===== config.mk =====
export PLATFORM = sky130hd
export DESIGN_NAME = rotated_bitmap_row_blit_unit
export DESIGN_NICKNAME = d
export VERILOG_FILES = /design/src/rtl/rbb_pkg.sv /design/src/rtl/rbb_regs.sv /design/src/rtl/rbb_coord.sv /design/src/rtl/rbb_scan.sv /design/src/rtl/rotated_bitmap_row_blit_unit.sv
export SDC_FILE = /design/constraint.sdc
export NUM_CORES = 1
export LEC_CHECK = 0
export ABC_AREA = 1
export BUFFER_PORTS_ARGS = -buffer_cell sky130_fd_sc_hd__buf_4
export CORE_MARGIN = 1.5
export CORE_UTILIZATION = 30
export CTS_BUF_LIST = sky130_fd_sc_hd__clkbuf_8
export CTS_CLUSTER_DIAMETER = 100
export DETAILED_ROUTE_END_ITERATION = 6
export SKIP_CTS_REPAIR_TIMING = 1
export SYNTH_ARGS = -nofsm -noshare
export SYNTH_HDL_FRONTEND = slang
export SYNTH_SLANG_ARGS = --single-unit

===== constraint.sdc =====
create_clock -name clk -period 2.7 [get_ports clk]
set_input_delay 0.54 -clock clk [delete_from_list [all_inputs] [get_ports clk]]
set_output_delay 0.54 -clock clk [all_outputs]
set_load 0.01 [all_outputs]

===== src/rtl/rbb_pkg.sv =====
`default_nettype none

package rbb_pkg;

	localparam int ROW_BITS_W    = 16;
	localparam int COL_W         = 5;
	localparam int ADDR_W        = 5;
	localparam int DATA_W        = 32;
	localparam int DEF_MAX_WIDTH = 16;

	localparam logic [7:0] RST_ORIGIN_X = 8'd0;
	localparam logic [7:0] RST_ORIGIN_Y = 8'd0;
	localparam logic [4:0] RST_WIDTH    = 5'd8;
	localparam logic [7:0] RST_HEIGHT   = 8'd8;

	typedef enum logic [1:0] {
		ROT_0   = 2'd0,
		ROT_90  = 2'd1,
		ROT_180 = 2'd2,
		ROT_270 = 2'd3
	} rot_t;

	typedef enum logic [2:0] {
		REG_ORIGIN_X      = 3'd0,
		REG_ORIGIN_Y      = 3'd1,
		REG_BITMAP_WIDTH  = 3'd2,
		REG_BITMAP_HEIGHT = 3'd3,
		REG_ROTATION      = 3'd4
	} reg_idx_t;

	typedef enum logic {
		SCAN_IDLE = 1'b0,
		SCAN_RUN  = 1'b1
	} scan_state_t;

	typedef struct packed {
		logic [7:0]  row_index;
		logic [15:0] row_bits;
	} row_item_t;

	typedef struct packed {
		logic [8:0] pixel_x;
		logic [8:0] pixel_y;
		logic       last_pixel;
	} pixel_item_t;

	typedef struct packed {
		logic [7:0] origin_x;
		logic [7:0] origin_y;
		logic [4:0] bitmap_width;
		logic [7:0] bitmap_height;
		rot_t       rotation;
	} cfg_t;

	typedef struct packed {
		logic [COL_W-1:0] col;
		logic [COL_W-1:0] pos;
		logic [7:0]       row;
	} coord_req_t;

	typedef struct packed {
		logic busy;
		logic live;
	} scan_stat_t;

endpackage

`default_nettype wire


===== src/rtl/rbb_regs.sv =====
`default_nettype none

module rbb_regs (
	input  wire                         clk,
	input  wire                         arst_n,
	input  wire                         psel,
	input  wire                         penable,
	input  wire                         pwrite,
	input  wire [rbb_pkg::ADDR_W-1:0]   paddr,
	input  wire [rbb_pkg::DATA_W-1:0]   pwdata,
	output logic [rbb_pkg::DATA_W-1:0]  prdata,
	output logic                        pready,
	output rbb_pkg::cfg_t               cfg
);
	import rbb_pkg::*;

	cfg_t     cfg_q;
	reg_idx_t idx;
	logic     wr_en;

	assign idx    = reg_idx_t'(paddr[ADDR_W-1:2]);
	assign wr_en  = psel && penable && pwrite && pready;
	assign pready = 1'b1;
	assign cfg    = cfg_q;

	always_ff @(posedge clk or negedge arst_n) begin
		if (!arst_n) begin
			cfg_q.origin_x      <= RST_ORIGIN_X;
			cfg_q.origin_y      <= RST_ORIGIN_Y;
			cfg_q.bitmap_width  <= RST_WIDTH;
			cfg_q.bitmap_height <= RST_HEIGHT;
			cfg_q.rotation      <= ROT_0;
		end else if (wr_en) begin
			case (idx)
				REG_ORIGIN_X:      cfg_q.origin_x      <= pwdata[7:0];
				REG_ORIGIN_Y:      cfg_q.origin_y      <= pwdata[7:0];
				REG_BITMAP_WIDTH:  cfg_q.bitmap_width  <= pwdata[4:0];
				REG_BITMAP_HEIGHT: cfg_q.bitmap_height <= pwdata[7:0];
				REG_ROTATION:      cfg_q.rotation      <= rot_t'(pwdata[1:0]);
				default: ;
			endcase
		end
	end

	always_comb begin
		case (idx)
			REG_ORIGIN_X:      prdata = {24'd0, cfg_q.origin_x};
			REG_ORIGIN_Y:      prdata = {24'd0, cfg_q.origin_y};
			REG_BITMAP_WIDTH:  prdata = {27'd0, cfg_q.bitmap_width};
			REG_BITMAP_HEIGHT: prdata = {24'd0, cfg_q.bitmap_height};
			REG_ROTATION:      prdata = {30'd0, cfg_q.rotation};
			default:           prdata = '0;
		endcase
	end

endmodule

`default_nettype wire


===== src/rtl/rbb_coord.sv =====
`default_nettype none

module rbb_coord (
	input  wire rbb_pkg::cfg_t       cfg,
	input  wire rbb_pkg::coord_req_t req,
	output logic [8:0]               pixel_x,
	output logic [8:0]               pixel_y
);
	import rbb_pkg::*;

	logic [7:0] flip_row;
	logic [7:0] rx;
	logic [7:0] ry;

	// The row index is known to lie below the height, so this never wraps.
	assign flip_row = 8'(cfg.bitmap_height - 8'd1 - req.row);

	always_comb begin
		case (cfg.rotation)
			ROT_90: begin
				rx = req.row;
				ry = 8'(req.pos);
			end
			ROT_180: begin
				rx = 8'(req.pos);
				ry = flip_row;
			end
			ROT_270: begin
				rx = flip_row;
				ry = 8'(req.col);
			end
			default: begin
				rx = 8'(req.col);
				ry = req.row;
			end
		endcase
	end

	assign pixel_x = {1'b0, cfg.origin_x} + {1'b0, rx};
	assign pixel_y = {1'b0, cfg.origin_y} + {1'b0, ry};

endmodule

`default_nettype wire


===== src/rtl/rbb_scan.sv =====
`default_nettype none

module rbb_scan #(
	parameter int MAX_WIDTH = rbb_pkg::DEF_MAX_WIDTH
) (
	input  wire                      clk,
	input  wire                      arst_n,
	input  wire rbb_pkg::cfg_t       cfg,
	input  wire                      row_valid,
	output logic                     row_stall,
	input  wire rbb_pkg::row_item_t  row,
	output rbb_pkg::coord_req_t      req,
	input  wire [8:0]                map_x,
	input  wire [8:0]                map_y,
	output logic                     pixel_valid,
	input  wire                      pixel_stall,
	output rbb_pkg::pixel_item_t     pixel,
	output rbb_pkg::scan_stat_t      stat
);
	import rbb_pkg::*;

	localparam int CW = (MAX_WIDTH > 1) ? $clog2(MAX_WIDTH) : 1;

	scan_state_t           state_q;
	scan_state_t           state_d;
	logic [CW-1:0]         col_q;
	logic [7:0]            row_q;
	logic [ROW_BITS_W-1:0] eff_q;
	logic                  out_valid_q;
	pixel_item_t           out_q;

	logic                  width_ok;
	logic                  row_ok;
	logic [ROW_BITS_W-1:0] in_eff;
	logic [ROW_BITS_W-1:0] rest;
	logic                  take;
	logic                  start;
	logic [COL_W-1:0]      col5;
	logic [COL_W-1:0]      pos;
	logic                  lit;
	logic                  rest_zero;
	logic                  can_load;
	logic                  step;

	assign width_ok = (cfg.bitmap_width != '0) &&
		(32'(cfg.bitmap_width) <= 32'(MAX_WIDTH));
	assign row_ok   = (cfg.bitmap_height != '0) && (row.row_index < cfg.bitmap_height);

	// Only bit positions below the width map to a column of the row.
	always_comb begin
		for (int i = 0; i < ROW_BITS_W; i++) begin
			in_eff[i] = row.row_bits[i] && (COL_W'(i) < cfg.bitmap_width);
		end
	end

	assign take  = row_valid && !row_stall;
	assign start = take && width_ok && row_ok && (|in_eff);

	assign col5 = COL_W'(col_q);
	assign pos  = COL_W'(cfg.bitmap_width - 5'd1 - col5);
	assign lit  = (pos < COL_W'(ROW_BITS_W)) && eff_q[pos[3:0]];

	always_comb begin
		for (int i = 0; i < ROW_BITS_W; i++) begin
			rest[i] = eff_q[i] && (COL_W'(i) < pos);
		end
	end

	assign rest_zero = ~|rest;
	assign can_load  = !out_valid_q || !pixel_stall;
	assign step      = (state_q == SCAN_RUN) && can_load;

	always_comb begin
		state_d   = state_q;
		row_stall = 1'b1;
		case (state_q)
			SCAN_IDLE: begin
				row_stall = 1'b0;
				if (start) begin
					state_d = SCAN_RUN;
				end
			end
			SCAN_RUN: begin
				if (step && lit && rest_zero) begin
					state_d = SCAN_IDLE;
				end
			end
			default: state_d = SCAN_IDLE;
		endcase
	end

	always_ff @(posedge clk or negedge arst_n) begin
		if (!arst_n) begin
			state_q     <= SCAN_IDLE;
			col_q       <= '0;
			out_valid_q <= 1'b0;
		end else begin
			state_q <= state_d;
			if (start) begin
				col_q <= '0;
			end else if (step) begin
				col_q <= col_q + CW'(1);
			end
			if (step && lit) begin
				out_valid_q <= 1'b1;
			end else if (!pixel_stall) begin
				out_valid_q <= 1'b0;
			end
		end
	end

	always_ff @(posedge clk) begin
		if (take) begin
			row_q <= row.row_index;
			eff_q <= in_eff;
		end
		if (step && lit) begin
			out_q.pixel_x    <= map_x;
			out_q.pixel_y    <= map_y;
			out_q.last_pixel <= rest_zero;
		end
	end

	assign req.col     = col5;
	assign req.pos     = pos;
	assign req.row     = row_q;
	assign pixel_valid = out_valid_q;
	assign pixel       = out_q;
	assign stat.busy   = (state_q == SCAN_RUN);
	assign stat.live   = lit || !rest_zero;

endmodule

`default_nettype wire


===== src/rtl/rotated_bitmap_row_blit_unit.sv =====
`default_nettype none

// Rotated bitmap row blitter. Each accepted row word yields one pixel word per lit column,
// in ascending column order, with last_pixel set on the final one; rows with an invalid
// width, a zero height, an index at or past the height, or no lit column yield nothing.
// A row is scanned by a single column counter that feeds one shared rotate-and-offset
// unit, one column per cycle unless the pixel side stalls; row_stall stays high until
// the last lit column is taken. Rows that yield nothing are taken without a scan.
// The user must write the registers over the APB port only while no row is in flight;
// the block itself does not enforce this.
module rotated_bitmap_row_blit_unit #(
	parameter int MAX_WIDTH = rbb_pkg::DEF_MAX_WIDTH
) (
	input  wire                         clk,
	input  wire                         arst_n,
	input  wire                         psel,
	input  wire                         penable,
	input  wire                         pwrite,
	input  wire [rbb_pkg::ADDR_W-1:0]   paddr,
	input  wire [rbb_pkg::DATA_W-1:0]   pwdata,
	output logic [rbb_pkg::DATA_W-1:0]  prdata,
	output logic                        pready,
	input  wire                         row_valid,
	output logic                        row_stall,
	input  wire rbb_pkg::row_item_t     row,
	output logic                        pixel_valid,
	input  wire                         pixel_stall,
	output rbb_pkg::pixel_item_t        pixel
);
	import rbb_pkg::*;

	cfg_t       cfg;
	coord_req_t req;
	scan_stat_t stat;
	logic [8:0] map_x;
	logic [8:0] map_y;
	logic       width_bad;

	rbb_regs u_regs (
		.clk     (clk),
		.arst_n  (arst_n),
		.psel    (psel),
		.penable (penable),
		.pwrite  (pwrite),
		.paddr   (paddr),
		.pwdata  (pwdata),
		.prdata  (prdata),
		.pready  (pready),
		.cfg     (cfg)
	);

	rbb_coord u_coord (
		.cfg     (cfg),
		.req     (req),
		.pixel_x (map_x),
		.pixel_y (map_y)
	);

	rbb_scan #(
		.MAX_WIDTH (MAX_WIDTH)
	) u_scan (
		.clk         (clk),
		.arst_n      (arst_n),
		.cfg         (cfg),
		.row_valid   (row_valid),
		.row_stall   (row_stall),
		.row         (row),
		.req         (req),
		.map_x       (map_x),
		.map_y       (map_y),
		.pixel_valid (pixel_valid),
		.pixel_stall (pixel_stall),
		.pixel       (pixel),
		.stat        (stat)
	);

	assign width_bad = (cfg.bitmap_width == '0) ||
		(32'(cfg.bitmap_width) > 32'(MAX_WIDTH));

	// A row with a bad width must never start a scan.
	a_bad_width_idle: assert property (@(posedge clk) disable iff (!arst_n)
		(row_valid && !row_stall && width_bad) |=> !stat.busy)
		else $error("scan started on a row with an invalid width");

	// While scanning, at least one lit column must remain at or after the current one.
	a_busy_live: assert property (@(posedge clk) disable iff (!arst_n)
		stat.busy |-> stat.live)
		else $error("scan running with no lit column left");

	// A scan begins only on an accepted row.
	a_start_on_accept: assert property (@(posedge clk) disable iff (!arst_n)
		$rose(stat.busy) |-> $past(row_valid && !row_stall))
		else $error("scan began without an accepted row");

endmodule

`default_nettype wire


==> impl_metrics.tcl <==
set metrics [dict create \
    status "complete, but fails checks" \
    violations "negative setup slack" \
    syn_to_final_growth_pct 29.5 \
    drc 0 \
    htreeDepth 3 \
    hold_viol 0 \
    dieArea_sq_um 18800 \
    multi_input_area_sq_um 2830 \
    worstHoldPathType "input port to async pin" \
    crit_required_ns 2.94 \
    hpwlAfterDp_microns 11400 \
    worst_ep_arrival_time_ns 3.24 \
    crit_path_end_kind "flop" \
    path_max_fanout 4 \
    io_pins 122 \
    fin_crit_sh_pct 111 \
    r2r_slack_ns -0.30 \
    regToRegStartpoint "u_scan.col_q[0]$_DFFE_PN0P_" \
    p_per_area_nw_per_um2 830 \
    fmax_mhz 333 \
    post-route-util_pct 40.1 \
    slew_violations 0 \
    start_util_pct 31.0 \
    cts_tree "built" \
    drt_iter0_markers 251 \
    overflow 0 \
    via_per_inst 4.55 \
    skew_ns 0.0129 \
    n_fill_cell 1772 \
    async_flop_share_pct 46.3 \
    rows 48 \
    grt_max_degree 38 \
    num_antenna_cells 0 \
    crit_start "u_scan.col_q[0]$_DFFE_PN0P_" \
    num_vias 4696 \
    final-seq-area_sq_um 2220 \
    postSynthAreaPerCell_sq_um 8.21 \
    slew_headroom_pct 63.8 \
    setup_tns_ns -1.21 \
    die_h_microns 137 \
    cts_made_buffers 9 \
    setup_ws_ns -0.305 \
    fin_crit_ns 3.00 \
    start_kind "flop" \
    clockRootBuffer "clkbuf_8" \
    grt_pass1_wl_microns 21700 \
    synth-edff-count 43 \
    clock_latency_ns 0.36 \
    clk_transition_reported_paths_ns 0.09 \
    syn_area_sq_um 5400 \
    setup_viol 8 \
    clk_path_buf_depth 2 \
    dpl_worst_slack_ns -0.336 \
    peakVddDrop_mv 0.288 \
    clock-sinks 80 \
    drv_cap 0 \
    drive_above_1_share_pct 28.7 \
    power_mw 5.80 \
    ys_warn_count 0 \
    totalWireLength_microns 14100 \
    core_area_sq_um 17400 \
    final_nets 908 \
    ys.flop_type "edfxtp_1" \
    synthCells 657 \
    worst_slew_pin_slew_ns 0.541 \
    rsz0062_at_grt "true" \
    gr-usage-all-layers_pct 15.2 \
    synth_cell_type_count 46 \
    antenna_found_initial 0 \
    io_buffers 70 \
    grt_pass1_vias 4307 \
    p_leak_nw 3.40 \
    ys_seq_elements 80 \
    drt_pre_antenna_iters 5 \
    seq_area_frac_synth_pct 41.1 \
    die-width_microns 137 \
    drt-wirelength-per-cell_microns 13.7 \
    path_class "flop to flop" \
    ant_nets 0 \
    place_congestion 0.911 \
]
## logic make-up (layout without fill, tap and decap cells)
kind of cell,count (synthesis),count (layout),synth area share (%)
xor+xnor,16,16,2.60
fa+ha+maj,39,39,9.60
other cells,2,25,0.139
flops,80,80,41.1
buf+inv,133,259,11.3
simple gates,262,262,22.2
compound gates,125,125,13.1
## per-stage QoR
stage          instance area, sq um  std cells  hold WS, ns
6_report                       6990       1031        0.138
5_1_grt                        6990       1031        0.156
4_1_cts                        6830       1027        0.138
3_5_place_dp                   6650       1011        0.516
3_3_place_gp                   6650       1011        0.512
2_1_floorplan                  5540        680        0.244
## power breakdown
part           switching [mW]  internal, mW
registers               0.178          1.66
clock network           0.431         0.377
logic                    1.69          1.46
total                    2.30          3.50
## cells in the final DEF (no fill, tap or decap), drive strengths merged, types with 5 or more instances in the layout
cell and instances:
a21oi 22, a22oi 8, buf 145, clkbuf 11, conb 25, dfrtp 35
edfxtp 43, ha 35, inv 101, nand2 141, nand3 43, nand4 9
nor2 51, nor3 9, o21ai 72, o22ai 6, or2 5, xnor2 5
xor2 11
## critical path, cell delays in order, from the launching register on
cell and delay [ns]:
dfrtp_1 0.39, inv_2 0.08, ha_4 0.13, inv_2 0.03, fa_2 0.34, buf_4 0.14
nand2_2 0.07, nand2_4 0.05, buf_4 0.14, inv_4 0.04, nand2_1 0.06, a22oi_2 0.23
ha_4 0.25, a21oi_2 0.11, nand2_1 0.07, nand2_1 0.06, nand2_1 0.06, nand2_2 0.09
a21oi_4 0.06, or2_4 0.25, a21oi_2 0.12, nand2_1 0.06, nand2_1 0.05
## worst paths after layout
path,to,cells past startpoint
hold / removal,u_regs.cfg[9]$_DFFE_PN0P_,1
setup / recovery,u_scan.pixel[8]$_DFFE_PP_,22
min in group clk,u_scan.row_q[7]$_DFFE_PP_,1
hold reg to reg,u_regs.cfg[22]$_DFFE_PN0P_,2
setup reg to reg,u_scan.pixel[8]$_DFFE_PP_,22
max in group asynchronous,u_regs.cfg[10]$_DFFE_PN0P_,1
## Yosys cell counts, types with 6 or more instances
cell | count | area (sq um)
nand2_1 | 135 | 507
inv_1 | 93 | 349
o21ai_0 | 62 | 310
nor2_1 | 46 | 173
edfxtp_1 | 43 | 1290
nand3_1 | 41 | 205
dfrtp_1 | 35 | 876
ha_1 | 35 | 438
buf_4 | 25 | 188
a21oi_1 | 22 | 110
xor2_1 | 11 | 96.3
nand4_1 | 9 | 56.3
o21ai_1 | 9 | 45.0
a22oi_1 | 8 | 60.1
o22ai_1 | 6 | 37.5
## routing by layer
layer / GRT usage, % / part of all wire (%) / routed length (microns) / vias up
li1: - / - / - / 2436
met1: 21.5 / 47 / 6670 / 2110
met2: 23.1 / 45 / 6350 / 135
met3: 2.85 / 5.6 / 786 / 15
met4: 5.56 / 2.1 / 298 / 0
met5: 0 / 0 / 0 / -
## flip-flops by register name (all words and copies together), names as in the netlist
| signal | count |
|---|---|
| u_scan.row_q | 8 |
| u_scan.eff_q | 16 |
| u_scan.pixel_valid | 1 |
| u_scan.pixel | 19 |
| u_scan.state_q | 1 |
| u_regs.cfg | 31 |
| u_scan.col_q | 4 |
## cell type report
type | instances | area share (%)
multi-input cells | 467 | 40.5
flip-flops and latches | 80 | 31.8
repair buffers | 145 | 15.9
inverters | 98 | 5.30
well taps | 225 | 4.03
clock buffers | 11 | 2.17
clock inverters | 5 | 0.376
(Power assumes the default switching activity.)
